==> config.mk <==
export PLATFORM = sky130hd
export DESIGN_NAME = phr_queue
export DESIGN_NICKNAME = d
export VERILOG_FILES = /design/src/design/phr_pkg.sv /design/src/design/phr_queue.sv
export SDC_FILE = /design/constraint.sdc
export NUM_CORES = 1
export LEC_CHECK = 0
export BUFFER_PORTS_ARGS = -buffer_cell sky130_fd_sc_hd__buf_2
export CAP_MARGIN = 40
export CORE_ASPECT_RATIO = 1.4
export CORE_MARGIN = 10
export CORE_UTILIZATION = 47
export CTS_CLUSTER_SIZE = 20
export DETAILED_ROUTE_END_ITERATION = 12
export PLACE_DENSITY_LB_ADDON = 0.12
export SETUP_SLACK_MARGIN = 0.15
export SYNTH_ARGS = -nofsm -noshare
export SYNTH_HDL_FRONTEND = slang
export SYNTH_SLANG_ARGS = --single-unit
export TNS_END_PERCENT = 30
==> constraint.sdc <==
create_clock -name clk -period 4.6 [get_ports clk]
set_input_delay 0.23 -clock clk [delete_from_list [all_inputs] [get_ports clk]]
set_output_delay 0.23 -clock clk [all_outputs]
set_load 0.02 [all_outputs]
==> src/design/phr_pkg.sv <==
// Shared types and constants for the per-channel history ring.
// Depends on nothing; every other file of the block imports it.
package phr_pkg;

    localparam int CHANNELS_DEF     = 8;
    localparam int RING_DEPTH_DEF   = 16;
    localparam int PAYLOAD_BITS_DEF = 64;

    // Widest address, slot and count that the parameter ranges allow.
    localparam int ADDR_MAX_W = 8;
    localparam int SLOT_MAX_W = 4;
    localparam int CNT_MAX_W  = 5;

    typedef enum logic {
        OP_APPEND = 1'b0,
        OP_READ   = 1'b1
    } op_t;

    typedef struct packed {
        logic        operation;
        logic [3:0]  channel;
        logic [63:0] payload;
        logic [4:0]  max_count;
    } cmd_t;

    typedef struct packed {
        logic [63:0] message;
        logic [3:0]  position;
        logic [4:0]  returned;
        logic        empty_res;
        logic        last;
    } result_t;

    typedef enum logic [1:0] {
        JOB_APPEND = 2'd0,
        JOB_READ   = 2'd1,
        JOB_EMPTY  = 2'd2
    } job_kind_t;

    // One classified item as it waits between front and back.
    typedef struct packed {
        job_kind_t              kind;
        logic [ADDR_MAX_W-1:0]  base;
        logic [SLOT_MAX_W-1:0]  slot;
        logic [CNT_MAX_W-1:0]   count;
        logic [63:0]            payload;
    } job_t;

    typedef struct packed {
        logic full;
        logic nonempty;
    } q_stat_t;

endpackage

==> src/design/phr_queue.sv <==
// Two-entry job queue that decouples the front end from the back end.
// Depends on phr_pkg for the job and status types.
module phr_queue (
    input  logic             clk,
    input  logic             rst_n,
    input  logic             push,
    input  phr_pkg::job_t    job_in,
    input  logic             pop,
    output phr_pkg::job_t    job_out,
    output phr_pkg::q_stat_t q_stat
);
    import phr_pkg::*;

    job_t       ent_reg [2];
    logic       wr_ptr_reg;
    logic       rd_ptr_reg;
    logic [1:0] cnt_reg;
    logic [1:0] cnt_next;

    assign job_out         = ent_reg[rd_ptr_reg];
    assign q_stat.full     = (cnt_reg == 2'd2);
    assign q_stat.nonempty = (cnt_reg != 2'd0);

    always_comb
    begin
        cnt_next = cnt_reg;
        if (push && !pop)
        begin
            cnt_next = cnt_reg + 2'd1;
        end
        else if (pop && !push)
        begin
            cnt_next = cnt_reg - 2'd1;
        end
    end

    always_ff @(posedge clk)
    begin
        if (push)
        begin
            ent_reg[wr_ptr_reg] <= job_in;
        end
    end

    always_ff @(posedge clk or negedge rst_n)
    begin
        if (!rst_n)
        begin
            wr_ptr_reg <= 1'b0;
            rd_ptr_reg <= 1'b0;
            cnt_reg    <= 2'd0;
        end
        else
        begin
            if (push)
            begin
                wr_ptr_reg <= !wr_ptr_reg;
            end
            if (pop)
            begin
                rd_ptr_reg <= !rd_ptr_reg;
            end
            cnt_reg <= cnt_next;
        end
    end

endmodule

==> results by group <==
CTS
  • Clk buf depth: 2
  • Clk_lat worst skew: 0.41 ns
  • CTS root buf: clkbuf_16
  • CTS HTree Levels: 4
  • CTS buffer count: 17
  • CTS Sinks: 170
  • CTS tree: done
  • Postcts setup bufs: 0
  • CTS Hold Bufs: 60
  • CTS resizes: 0
  • Worst-path clk slew: about 0.060 ns

Finish
  • Share of cells above drive strength 1: 0.549
  • Area delta synth->final: 35.3%
  • FF/Latch Area: roughly 0.0051 sq mm
  • Multi-input logic area: 0.00125 sq mm
  • Nets@finish: a little over 600
  • Final Cell Area: 0.00869 sq mm
  • Number of flip-flops in the largest register: 166
  • Fillers: 998

Synth
  • Top-area cell type share of the netlist area: 0.776
  • Syn nets: 362
  • Area leader, netlist: edfxtp_1
  • Synth Register Bits: 170
  • Post-Synthesis Cells: ~270
  • Syn avg cell area: 23.4 sq um
  • Post-synthesis instance area: roughly 0.0064 sq mm
  • Post-synth cell types: 14
  • Sequential-to-total area share from yosys stat: 0.792
  • YS warnings: 0
  • Ranking of synthesized cells by area: edfxtp_1 (78%), mux2_4 (14%), mux2_2 (4.0%)

Timing
  • Period utilization: 0.570
  • Final hold viol count: 0
  • PnR worst setup slack: around 2.0 ns
  • Slew headroom: 0.531
  • Setup violators final: 0
  • Least-Margin Pin Slew: 0.703 ns
  • Post-route minimum period: between 2 and 3 ns
  • Setup TNS: 0 ns
  • Max-slew violation count: 0
  • Max Clock Freq: 382 MHz
  • RSZ-0062 raised after global routing: no
  • Clock skew: 0.00628 ns

Floorplanning
  • Row Count: 50
  • # IOs: 172
  • Starting Density: 0.480
  • Die area: 0.0188 sq mm
  • Die H: roughly 160 um
  • Core Region: 0.0134 sq mm
  • Die X: 119 um

Detailed routing
  • Drt drc: 0
  • Detailed Route Iter0 Violations: 244
  • ANT nets after route: 0
  • Drt via density: 4.70
  • Routed WL: 12.7 mm
  • 1st-pass router iterations: 4
  • Vias: 3,373
  • DR WL/cell: 17.7 um

Worst setup path
  • Reg2reg path depth: 2
  • CP delay by family, top: flip-flops
  • CP Launch Type: flop
  • FF-to-FF setup slack: 2.60 ns
  • CP max-delay cell: dfrtp_4
  • Worst reg2reg endpoint: ent_reg[1][77]
  • Peak per-stage delay on the critical path: 0.89 ns
  • CP max FO: 42
  • R2R Path Start: wr_ptr_reg
  • Number of buffers and inverters on the critical path: 2
  • WP data required: 4.37 ns
  • Crit end category: output pin
  • WP data arrival: 2.39 ns
  • WS Path Type: flop to output pin
  • Worst-path cell chain: buf_4, mux2_2, buf_2

Pwr
  • Leak: approximately 3.5 nW
  • IR drop worst, VDD: 0.383 mV
  • Power Total: 5.34 mW
  • PD cells: 615 mW/mm^2

Global route
  • Antenna violations before repair: 2
  • GR Util All Layers: 0.135
  • Largest net degree at the start of global routing: between 60 and 70
  • First-pass GRT wire length: ~20 mm
  • Vias in the first global route: 3,734
  • Global route overflow: 0

Status
  • Status: finished, final reports clean

Worst hold path
  • Hold Crit Depth: 1
  • Hold Path Origin: job_in[29]
  • Worst hold path type: primary input to flop
  • Hold endpoint: ent_reg[1][29]

Placement
  • Placed wire-length estimate: 8.61 mm
  • GP Congestion: 0.712
  • Post-Place Worst Slack: about 2.4 ns
  • IO Port Bufs: 171
  • Placed Area: 0.00749 sq mm

Run
  • # Max-Cap Violations: 0
## cell usage after synthesis
cell	instances
nor2_1	1
dfrtp_1	4
mux2_4	60
xnor2_1	1
xor2_1	4
and2_1	1
or2_2	1
mux2_2	23
buf_6	7
nor2b_1	2
buf_2	2
edfxtp_1	166
inv_1	1
ha_1	1
## how the worst max path moves through the flow
stage                     cells after the start            end       start  slack, ns
after floorplan                               1  ent_reg[0][0]  wr_ptr_reg       1.60
after global placement                        3    job_out[79]  rd_ptr_reg       2.40
after detailed placement                      3    job_out[79]  rd_ptr_reg       2.37
after CTS                                     3    job_out[79]  rd_ptr_reg       1.92
after global routing                          3    job_out[79]  rd_ptr_reg       1.84
final                                         3    job_out[79]  rd_ptr_reg       1.98
## metal layers
metal,share of wire,GRT usage,up-vias
met1,0.39,0.149,1666
met5,0,0,-
met4,0.012,0.0484,0
li1,-,-,1586
met3,0.065,0.0528,12
met2,0.53,0.234,109
## cells by family after synthesis
family	count (synthesis)	share of synthesized area
mux	83	0.181
flops	170	0.792
xor+xnor	5	0.00682
simple gates	5	0.00448
buf+inv	10	0.0144
fa+ha+maj	1	0.00195
## layout make-up
cell class | count | share of cell area
flip-flops and latches | 170 | 0.586
repair buffers | 237 | 0.175
multi-input cells | 94 | 0.144
clock buffers | 20 | 0.0514
well taps | 182 | 0.0262
clock inverters | 12 | 0.0161
diodes | 2 | 0.000576
inverters | 1 | 0.000432
## power by group
part / total [mW] / switching [mW] / leakage, nW / internal (mW)
clock: 1.40 / 0.576 / 0.278 / 0.822
sequential: 2.22 / 0.164 / 1.60 / 2.06
combinational: 1.73 / 0.937 / 1.59 / 0.788
## layout by cell type (no fill, tap or decap), drive strengths merged
| cell | n |
|---|---|
| buf | 176 |
| edfxtp | 166 |
| mux2 | 83 |
| dlygate4sd3 | 61 |
| clkbuf | 20 |
| inv | 5 |
| xor2 | 4 |
| dfrtp | 4 |
| clkinvlp | 3 |
| clkinv | 3 |
| diode | 2 |
| bufinv | 2 |
| nor2b | 2 |
| or2 | 1 |
| and2 | 1 |
| xnor2 | 1 |
| nor2 | 1 |
| ha | 1 |
## through the flow
stage	cells	util	hold slack, ns
floorplan	274	-	-0.0656
global placement	622	0.557	0.0372
detailed placement	623	0.559	0.0407
CTS	715	0.648	0.0000451
global route	718	0.649	0.000813
finish	718	0.649	0.0168
Note: power is estimated with default switching activity, not from simulation.
