<file path="src/design/phr_pkg.sv">
// Shared types and constants for the per-channel history ring.
// Depends on nothing; every other file of the block imports it.
package phr_pkg;

    localparam int CHANNELS_DEF     = 8;
    localparam int RING_DEPTH_DEF   = 16;
    localparam int PAYLOAD_BITS_DEF = 64;

    // Widest address, slot and count that the parameter ranges allow.
    localparam int ADDR_MAX_W = 8;
    localparam int SLOT_MAX_W = 4;
    localparam int CNT_MAX_W  = 5;

    typedef enum logic {
        OP_APPEND = 1'b0,
        OP_READ   = 1'b1
    } op_t;

    typedef struct packed {
        logic        operation;
        logic [3:0]  channel;
        logic [63:0] payload;
        logic [4:0]  max_count;
    } cmd_t;

    typedef struct packed {
        logic [63:0] message;
        logic [3:0]  position;
        logic [4:0]  returned;
        logic        empty_res;
        logic        last;
    } result_t;

    typedef enum logic [1:0] {
        JOB_APPEND = 2'd0,
        JOB_READ   = 2'd1,
        JOB_EMPTY  = 2'd2
    } job_kind_t;

    // One classified item as it waits between front and back.
    typedef struct packed {
        job_kind_t              kind;
        logic [ADDR_MAX_W-1:0]  base;
        logic [SLOT_MAX_W-1:0]  slot;
        logic [CNT_MAX_W-1:0]   count;
        logic [63:0]            payload;
    } job_t;

    typedef struct packed {
        logic full;
        logic nonempty;
    } q_stat_t;

endpackage

</file>
<file path="src/design/phr_front.sv">
// Front end: accepts items, keeps the write pointers and fill counts, and
// turns each item into a job for the back end. Depends on phr_pkg.
module phr_front #(
    parameter int CHANNELS   = phr_pkg::CHANNELS_DEF,
    parameter int RING_DEPTH = phr_pkg::RING_DEPTH_DEF
) (
    input  logic            clk,
    input  logic            rst_n,
    input  logic            start,
    output logic            busy,
    input  phr_pkg::cmd_t   cmd,
    input  phr_pkg::q_stat_t q_stat,
    output logic            push,
    output phr_pkg::job_t   job
);
    import phr_pkg::*;

    localparam int CH_W   = (CHANNELS > 1) ? $clog2(CHANNELS) : 1;
    localparam int SLOT_W = $clog2(RING_DEPTH);
    localparam int CNT_W  = $clog2(RING_DEPTH + 1);

    logic [SLOT_W-1:0] wp_reg   [CHANNELS];
    logic [CNT_W-1:0]  fill_reg [CHANNELS];

    logic              accept;
    logic              ch_ok;
    logic              is_read;
    logic [CH_W-1:0]   chi;
    logic [SLOT_W-1:0] wp;
    logic [CNT_W-1:0]  fill;
    logic [SLOT_W-1:0] wp_next;
    logic [CNT_W-1:0]  fill_next;
    logic [4:0]        n;
    logic [SLOT_W:0]   start_sum;
    logic [SLOT_W-1:0] start_slot;

    assign busy    = q_stat.full;
    assign accept  = start && !q_stat.full;
    assign ch_ok   = {1'b0, cmd.channel} < 5'(CHANNELS);
    assign is_read = (cmd.operation == OP_READ);
    assign chi     = cmd.channel[CH_W-1:0];
    assign wp      = ch_ok ? wp_reg[chi] : '0;
    assign fill    = ch_ok ? fill_reg[chi] : '0;

    assign wp_next   = (wp == SLOT_W'(RING_DEPTH - 1)) ? '0 : wp + 1'b1;
    assign fill_next = (fill == CNT_W'(RING_DEPTH)) ? fill : fill + 1'b1;

    assign n = (cmd.max_count < 5'(fill)) ? cmd.max_count : 5'(fill);

    // The oldest wanted entry sits n slots behind the write pointer.
    assign start_sum  = (SLOT_W+1)'(wp) + (SLOT_W+1)'(RING_DEPTH) - (SLOT_W+1)'(n);
    assign start_slot = (start_sum >= (SLOT_W+1)'(RING_DEPTH))
                      ? SLOT_W'(start_sum - (SLOT_W+1)'(RING_DEPTH))
                      : SLOT_W'(start_sum);

    always_comb
    begin
        job.payload = cmd.payload;
        job.base    = ADDR_MAX_W'(32'(chi) * RING_DEPTH);
        job.count   = n;
        if (!is_read)
        begin
            job.kind = JOB_APPEND;
            job.slot = SLOT_MAX_W'(wp);
        end
        else if (!ch_ok || n == 5'd0)
        begin
            job.kind = JOB_EMPTY;
            job.slot = '0;
        end
        else
        begin
            job.kind = JOB_READ;
            job.slot = SLOT_MAX_W'(start_slot);
        end
    end

    // An append to a channel that does not exist is dropped here.
    assign push = accept && (is_read || ch_ok);

    always_ff @(posedge clk or negedge rst_n)
    begin
        if (!rst_n)
        begin
            for (int i = 0; i < CHANNELS; i++)
            begin
                wp_reg[i]   <= '0;
                fill_reg[i] <= '0;
            end
        end
        else if (accept && !is_read && ch_ok)
        begin
            wp_reg[chi]   <= wp_next;
            fill_reg[chi] <= fill_next;
        end
    end

endmodule

</file>
<file path="config.mk">
export PLATFORM = sky130hd
export DESIGN_NAME = phr_front
export DESIGN_NICKNAME = d
export VERILOG_FILES = /design/src/design/phr_pkg.sv /design/src/design/phr_front.sv
export SDC_FILE = /design/constraint.sdc
export NUM_CORES = 1
export LEC_CHECK = 0
export ABC_AREA = 1
export BUFFER_PORTS_ARGS = -buffer_cell sky130_fd_sc_hd__buf_4
export CAP_MARGIN = 15
export CORE_UTILIZATION = 46
export CTS_CLUSTER_SIZE = 8
export DETAILED_ROUTE_END_ITERATION = 16
export GPL_ROUTABILITY_DRIVEN = 0
export PLACE_DENSITY = 0.85
export RECOVER_POWER = 50
export SLEW_MARGIN = 15
export SYNTH_ARGS = -nofsm -noshare
export SYNTH_HDL_FRONTEND = slang
export SYNTH_SLANG_ARGS = --single-unit
</file>
<file path="constraint.sdc">
create_clock -name clk -period 4.2 [get_ports clk]
set_clock_uncertainty 0.15 [all_clocks]
set_input_delay 0.84 -clock clk [delete_from_list [all_inputs] [get_ports clk]]
set_output_delay 0.84 -clock clk [all_outputs]
set_load 0.1 [all_outputs]
</file>
==> results of run 1 <==
layout make-up:
cell class,instances,share of cell area
clock buffers,13,0.0285
repair buffers,88,0.148
flip-flops and latches,72,0.324
multi-input cells,382,0.414
inverters,63,0.0488
well taps,133,0.0299
clock inverters,3,0.00719
cells in the mapped netlist, types with 2 or more instances:
cell type  number  area share
nor2_1         28       0.023
nand2_1       187        0.15
nor2_2          2      0.0027
clkbuf_1        7      0.0057
inv_1          58       0.047
nand3_2         2      0.0043
nand2_2         4      0.0054
nand3_1        23       0.025
o21ai_0        56       0.061
buf_4          74        0.12
dfrtp_1        72        0.39
nand4_1         4      0.0054
nand4_2         2      0.0054
o21ai_2         4      0.0076
buf_6           5       0.012
o21ai_1        15       0.016
inv_2           4      0.0033
a21oi_1        12       0.013
xor2_2          3       0.011
ha_1            9       0.024
a22oi_1         4      0.0065
o21bai_1        4      0.0065
power by group:
part / switching, uW / internal (uW)
clock: 254 / 305
combinational: 340 / 184
sequential: 29.0 / 756
total: 623 / 1250
cells in the final DEF (no fill, tap or decap), types with 2 or more instances in the layout:
cell type / n
nand2_1: 166
buf_4: 73
dfrtp_1: 72
o21ai_0: 55
inv_1: 51
nand3_1: 20
nor2_1: 19
nand2_2: 16
o21ai_1: 15
clkbuf_8: 11
buf_12: 9
nand2_4: 7
a21oi_1: 7
nor2_2: 6
inv_2: 6
ha_4: 6
nor2_4: 5
o21ai_2: 5
conb_1: 5
nand4_1: 4
a22oi_1: 4
o21bai_4: 4
a21oi_2: 3
a21oi_4: 3
nand3_2: 3
nand2_8: 3
xor2_2: 3
ha_1: 3
nand4_2: 2
clkinvlp_4: 2
nand3_4: 2
xnor2_2: 2
clkbuf_1: 2
clkinv_2: 2
buf_6: 2
per-stage QoR:
step | setup TNS (ns) | setup WS (ns) | std cells | hold WS, ns | instance area [um^2]
after CTS | -1.75 | -0.335 | 749 | 0.338 | 5380
after detailed placement | -3.38 | -0.662 | 726 | 0.321 | 4910
final | -2.50 | -0.492 | 754 | 0.343 | 5570
after global placement | -2.99 | -0.596 | 726 | 0.314 | 4910
after floorplan | -3.79 | -0.717 | 605 | 0.299 | 4840
after global routing | -3.90 | -0.641 | 754 | 0.357 | 5570
per-layer routing:
layer	up-vias	track usage	part of all wire
met5	-	0	0
met4	0	0.144	0.055
met3	74	0.0540	0.073
met2	220	0.378	0.49
met1	1969	0.270	0.38
li1	1850	-	-
kinds of logic (layout without fill, tap and decap cells):
kind of cell	after synthesis	after routing	share of synthesized area
other	1	5	0.000815
adders and majority gates	10	10	0.0288
DFF	72	72	0.391
buffers and inverters	151	167	0.192
AOI/OAI and AO/OA	101	101	0.126
and+or+nand+nor	260	260	0.243
xor gates and xnor gates	6	6	0.0179
repair_timing:
action / 4_1_cts / 5_1_grt
gates cloned: 0 / 1
buffers inserted: 7 / 4
pin swaps: 24 / 31
hold buffers: 0 / 0
endpoints found under the setup margin: 9 / 11
resized for setup: 56 / 32
worst register-to-register path, stage by stage (launching register included):
cell and delay (ns):
dfrtp_1 0.35, inv_1 0.06, nand2_1 0.07, nand3_1 0.11, nand2_1 0.07, inv_1 0.04
nand2_1 0.11, nand2_1 0.12, buf_4 0.18, inv_1 0.12, ha_1 0.16, inv_1 0.07
nor3_2 0.25, xor2_2 0.37, o21ai_0 0.18
how the worst max path moves through the flow:
| stage | start | to | slack (ns) | cells past startpoint |
|---|---|---|---|---|
| 2_1_floorplan | cmd[70] | job[70] | -0.72 | 17 |
| 3_3_place_gp | cmd[69] | job[72] | -0.60 | 21 |
| 3_5_place_dp | cmd[69] | job[72] | -0.66 | 21 |
| 4_1_cts | cmd[71] | job[72] | -0.33 | 23 |
| 5_1_grt | cmd[69] | job[70] | -0.64 | 18 |
| 6_report | cmd[71] | job[70] | -0.49 | 19 |
==> results.md, run 1 <==
- H-Tree Depth: 3
- Unrepaired setup endpoints after global routing: yes
- Wirelength per Cell: 16.1 um
- Max reg flops: 40
- CP max stage delay: 0.56 ns
- # setup viols final: 7
- CP endpoint kind: output pin
- Reg2reg end: fill_reg[4]$_DFFE_PN0P_
- First-pass GRT wire length: 18400 um
- Clock latency on the worst-skew pair: 0.35 ns
- Initial antenna violation count: 0
- Worst setup margin: -0.492 ns
- Clock transition at the registers of the reported paths: 0.07 ns
- CP startpoint kind: primary input
- Netlist cell types: 44
- Clock sinks: 72
- Crit-path cells: buf_12 > inv_4 > nand2_2 > nor2_2 > nand2_1 > nand4_1 > o21a_1 > inv_2 > ha_4 > nand2_4 > nor2_2 > a211oi_4 > nand3_2 > nand2_8 > inv_6 > fa_2 > inv_2 > o21bai_4 > buf_12
- Filler cells: 765
- Reg area: 1800 um^2
- Buf+Inv Stages, Crit Path: 6
- Slowest CP cell: fa_2
- CTS Buf Count: 9
- Sequential fraction of the synthesis area: 0.391
- Async SR Flop Fraction: 1.00
- Mapped Area: 4600 um^2
- Via/cell ratio: 5.45
- Worst Path Max Fanout: 6
- Total grt overflow: 0
- Top Family by Delay on Critical Path: simple AND/OR/NAND/NOR gates
- Via total after detailed routing: 4113
- Max Root-Sink Buffers: 2
- Min-Delay Endpoint: wp_reg[25]$_DFFE_PN0P_
- Final hold vios: 0
- Dpl hpwl: 7790 um
- Syn Inst Count: 601
- Hold_sp: wp_reg[25]$_DFFE_PN0P_
- Most used DFF post-synth: dfrtp_1
- Number of enable flip-flop cells after synthesis: 0
- Max_cap viols: 1
- Leakage: 0.00261 uW
- Path depth of the worst reg2reg path: 14
- Crit share post-route: 1.12
- Power Dens Cells: 336 nW/um^2
- Top Ports: 164
- Ys Warns: 0
- # nets final: 705
- Site row count: 36
- Final min period: 4.69 ns
- Starting density of the core: 0.473
- DRC Markers: 0
- Worst Path Arrival: 3.70 ns
- Number of global-route vias before repair: 3917
- Final Max Slew Viols: 73
- Area of the die: 10400 um^2
- Mapped Avg Cell Area: 7.66 um^2
- R2r setup slk: 1.64 ns
- Total core area: 9730 um^2
- GRT Util Overall: 0.229
- Hold depth: 2
- WS Path Type: primary input to output pin
- Drt first pass iters: 5
- Area of the multi-input gates: 2310 um^2
- Design Power: 1870 uW
- CTS tree: done
- FF-to-FF Start: fill_reg[10]$_DFFE_PN0P_
- Area Overhead vs Synth: 21.0%
- Diodes inserted: 0
- 1st-iter DRT viols: 368
- Flops & latches, synth: 72
- Status: complete, but fails checks
- DRT antenna net count: 0
- CTS root buf: clkbuf_8
- Worst path required time: 3.21 ns
- Slew HR: -0.170
- Violated checks: max-capacitance violations, max-slew violations, negative setup slack
- Worst min path class: flop to flop
- VDD IR max: 0.000194 V
- Die Ht: 102 um
- Die width: 102 um
- Worst-Margin Slew: 1.75 ns
- Routed WL: 12200 um
- Layout cell share with drive strength beyond 1: 0.308
- Achievable Freq: 213 MHz
- I/O Buffers: 29
- Largest net degree at the start of global routing: 73
- Layout Utilization: 0.572
Note: power is estimated with default switching activity, not from simulation.
==> run 2: changes to the inputs <==
--- a/config.mk
+++ b/config.mk
@@ -5,14 +5,13 @@
 export SDC_FILE = /design/constraint.sdc
 export NUM_CORES = 1
 export LEC_CHECK = 0
-export ABC_AREA = 1
 export BUFFER_PORTS_ARGS = -buffer_cell sky130_fd_sc_hd__buf_4
 export CAP_MARGIN = 15
 export CORE_UTILIZATION = 46
 export CTS_CLUSTER_SIZE = 8
 export DETAILED_ROUTE_END_ITERATION = 16
 export GPL_ROUTABILITY_DRIVEN = 0
-export PLACE_DENSITY = 0.85
+export PLACE_DENSITY = 0.84
 export RECOVER_POWER = 50
 export SLEW_MARGIN = 15
 export SYNTH_ARGS = -nofsm -noshare
==> results.md, run 2 <==
- Top cells by count, synth: buf_4, dfrtp_1, mux2_2 (was nand2_1, buf_4, dfrtp_1)
- Mux share of post-synthesis cell area: 0.187 (was 0)
- Mapped Area: 4730 um^2 (was 4600 um^2)
- Total core area: 9860 um^2 (was 9730 um^2)
- Largest family of logic cells by synthesized area: multiplexers (was simple AND/OR/NAND/NOR gates)
- Synth Area in Simple Gates: 0.0958 (was 0.243)
- Worst min path class: flop to flop (unchanged)
- Dpl hpwl: 9170 um (was 7790 um)
- Initial antenna violation count: 0 (unchanged)
- Most used DFF post-synth: dfrtp_1 (unchanged)
- Slowest CP cell: mux4_2 (was fa_2)
- Max Root-Sink Buffers: 2 (unchanged)
- CP max stage delay: 0.54 ns (was 0.56 ns)
- Layout cell share with drive strength beyond 1: 0.500 (was 0.308)
- H-Tree Depth: 3 (unchanged)
- CTS Buf Count: 9 (unchanged)
- Filler cells: 753 (was 765)
- Mapped Avg Cell Area: 10.7 um^2 (was 7.66 um^2)
- Worst path required time: 3.21 ns (about the same)
- Design Power: 1940 uW (was 1870 uW)
- Number of global-route vias before repair: 3700 (was 3917)
- Hold_sp: wp_reg[14]$_DFFE_PN0P_ (was wp_reg[25]$_DFFE_PN0P_)
- Synth area leaders: dfrtp_1, mux2_2, buf_4 (was dfrtp_1, nand2_1, buf_4)
- Cell-internal power: 1280 uW (was 1250 uW)
- Hold Buf Count CTS: 0 (unchanged)
- I/O Buffers: 29 (unchanged)
- Status: complete, but fails checks (unchanged)
- Final Max Slew Viols: 73 (unchanged)
- DRT antenna net count: 0 (unchanged)
- Routed WL: 12500 um (was 12200 um)
- Combinational power share: 0.330 (was 0.280)
- CP startpoint kind: primary input (unchanged)
- Switch Pwr: 656 uW (was 623 uW)
- Die Ht: 103 um (was 102 um)
- Total grt overflow: 0 (unchanged)
- Minimum hold slack: 0.338 ns (was 0.343 ns)
- Commonest non-fill, non-tap cell in the layout: dfrtp_1 (was nand2_1)
- Via/cell ratio: 5.76 (was 5.45)
- Drt first pass iters: 4 (was 5)
- Non-filler instance count after layout: 591 (was 754)
- Hold depth: 2 (unchanged)
- Ys Warns: 0 (unchanged)
- CTS root buf: clkbuf_8 (unchanged)
- Wirelength per Cell: 21.1 um (was 16.1 um)
- First-pass GRT wire length: 19500 um (was 18400 um)
- Crit-path cells: buf_16 > mux2i_1 > mux4_2 > a21oi_4 > inv_1 > ha_2 > a21o_1 > a21oi_4 > nand2_2 > buf_6 > a221o_1 > fa_2 > xor2_1 > nand2_1 > o2bb2ai_4 > buf_12 (was buf_12 > inv_4 > nand2_2 > nor2_2 > nand2_1 > nand4_1 > o21a_1 > inv_2 > ha_4 > nand2_4 > nor2_2 > a211oi_4 > nand3_2 > nand2_8 > inv_6 > fa_2 > inv_2 > o21bai_4 > buf_12)
- Async SR Flop Fraction: 1.00 (unchanged)
- Area leader, netlist: dfrtp_1 (unchanged)
- Max_cap viols: 1 (unchanged)
- Post-synthesis compound-gate area fraction: 0.134 (was 0.126)
- VDD IR max: 0.000238 V (was 0.000194 V)
- Final hold vios: 0 (unchanged)
- Post-Synth XOR/XNOR Area: 0.0180 (was 0.0179)
- Crit path capture: job[71] (was job[70])
- DRC Markers: 0 (unchanged)
- Achievable Freq: 197 MHz (was 213 MHz)
- FF-to-FF Start: wp_reg[9]$_DFFE_PN0P_ (was fill_reg[10]$_DFFE_PN0P_)
- CP Launch Point: cmd[71] (unchanged)
- Most frequent cells in the layout: dfrtp_1, buf_4, mux2_2 (was nand2_1, buf_4, dfrtp_1)
- Area Overhead vs Synth: 17.4% (was 21.0%)
- Placed cell count: 572 (was 726)
- Setup TNS: -4.44 ns (was -2.50 ns)
- Pre-CTS WS: -0.990 ns (was -0.662 ns)
- # setup viols final: 10 (was 7)
- Yosys top cell area share: 0.381 (was 0.391)
- Violated checks: max-capacitance violations, max-slew violations, negative setup slack (unchanged)
- Largest net degree at the start of global routing: 73 (unchanged)
- Unrepaired setup endpoints after global routing: yes (unchanged)
- R2r setup slk: 1.50 ns (was 1.64 ns)
- Synth Area in Adders: 0.0280 (was 0.0288)
- Reg2reg end: wp_reg[27]$_DFFE_PN0P_ (was fill_reg[4]$_DFFE_PN0P_)
- CTS tree: done (unchanged)
- GRT Util Overall: 0.251 (was 0.229)
- Clock sinks: 72 (unchanged)
- Syn Inst Count: 442 (was 601)
- Worst Path Max Fanout: 8 (was 6)
- Flops & latches, synth: 72 (unchanged)
- Sw frac: 0.338 (was 0.333)
- Clock latency on the worst-skew pair: 0.35 ns (about the same)
- Final min period: 5.07 ns (was 4.69 ns)
- Worst-Margin Slew: 1.74 ns (was 1.75 ns)
- WS Path Type: primary input to output pin (unchanged)
- Starting density of the core: 0.479 (was 0.473)
- Part of the power in registers: 0.419 (was 0.420)
- Worst setup margin: -0.866 ns (was -0.492 ns)
- Sequential fraction of the synthesis area: 0.381 (was 0.391)
- Crit share post-route: 1.21 (was 1.12)
- Site row count: 36 (unchanged)
- Power Dens Cells: 349 nW/um^2 (was 336 nW/um^2)
- Die width: 103 um (was 102 um)
- Worst Path Arrival: 4.08 ns (was 3.70 ns)
- Crit path top cell by count: a21oi_4
- 1st-iter DRT viols: 253 (was 368)
- Netlist cell types: 64 (was 44)
- Area of the die: 10700 um^2 (was 10400 um^2)
- Number of enable flip-flop cells after synthesis: 0 (unchanged)
- Via total after detailed routing: 3404 (was 4113)
- Leakage: 0.00249 uW (was 0.00261 uW)
- Diodes inserted: 0 (unchanged)
- Clock power frac: 0.252 (was 0.300)
- Most frequent cell after synthesis: buf_4 (was nand2_1)
- Top Ports: 164 (unchanged)
- Clock transition at the registers of the reported paths: 0.07 ns (about the same)
- Slew HR: -0.161 (was -0.170)
- # nets final: 543 (was 705)
- Path depth of the worst reg2reg path: 8 (was 14)
- Max reg flops: 40 (unchanged)
- CP endpoint kind: output pin (unchanged)
-- run 2: cell count changes in the layout (fill, tap and decap cells not counted), moves of 5 or more --
cell,delta
a21oi_1,+8
inv_1,-44
mux2_2,+57
mux2i_1,+12
nand2_1,-139
nand2_2,-13
nand2_4,-6
nand3_1,-17
nor2_1,+8
nor2_2,-5
nor2_4,-5
o21ai_0,-47
o21ai_1,-11
-- run 2: worst min path at each step --
| stage | to | slack, ns |
|---|---|---|
| detailed placement | fill_reg[9]$_DFFE_PN0P_ | 0.32 |
| finish | wp_reg[14]$_DFFE_PN0P_ | 0.34 |
| floorplan | fill_reg[19]$_DFFE_PN0P_ | 0.29 |
| CTS | fill_reg[9]$_DFFE_PN0P_ | 0.33 |
| global route | wp_reg[14]$_DFFE_PN0P_ | 0.37 |
| global placement | wp_reg[10]$_DFFE_PN0P_ | 0.31 |
-- run 2: logic make-up after synthesis --
group | count (synthesis)
AO/OA/AOI/OAI | 81
XOR/XNOR | 8
adder cells (fa/ha/maj) | 10
buffers and inverters | 107
flip-flops | 72
multiplexers | 76
other | 1
AND/OR/NAND/NOR | 87
-- run 2: critical path, delay by kind of cell --
kind / cells / cell delay, ns
AO/OA/AOI/OAI: 5 / 1.09
XOR/XNOR: 1 / 0.15
adder cells (fa/ha/maj): 2 / 0.57
buffers and inverters: 4 / 0.51
multiplexers: 2 / 0.66
AND/OR/NAND/NOR: 2 / 0.24
-- run 2: cell type report --
| class | instances | area (um^2) | share of cell area |
|---|---|---|---|
| multi-input combinational | 267 | 2470 | 0.446 |
| sequential | 72 | 1800 | 0.325 |
| timing repair buffer | 91 | 880 | 0.158 |
| tap | 133 | 166 | 0.0300 |
| clock buffer | 12 | 155 | 0.0279 |
| inverter | 13 | 56.3 | 0.0101 |
| clock inverter | 3 | 17.5 | 0.00316 |
-- run 2: stage by stage --
stage                util  cell area [um^2]
CTS                 0.559              5520
floorplan               -              4970
finish              0.563              5550
global placement    0.515              5080
global route        0.563              5550
detailed placement  0.515              5080
-- run 2: timing repair --
item,4_1_cts,5_1_grt
setup endpoints to repair,11,11
buffers inserted,4,0
pin swaps,9,4
gates resized for setup,55,5
cloned,1,0
-- run 2: metal layers --
metal	GRT usage	part of all wire	vias up
met2	0.428	0.51	149
li1	-	-	1508
met5	0	0	-
met4	0.158	0.046	0
met3	0.0625	0.077	48
met1	0.281	0.37	1699
-- run 2: power groups by stage --
stage,combinational [uW],clock (uW),sequential (uW)
floorplan,722,0,809
global placement,559,0,816
detailed placement,579,0,823
finish,639,488,811
global route,679,523,818
CTS,632,492,810
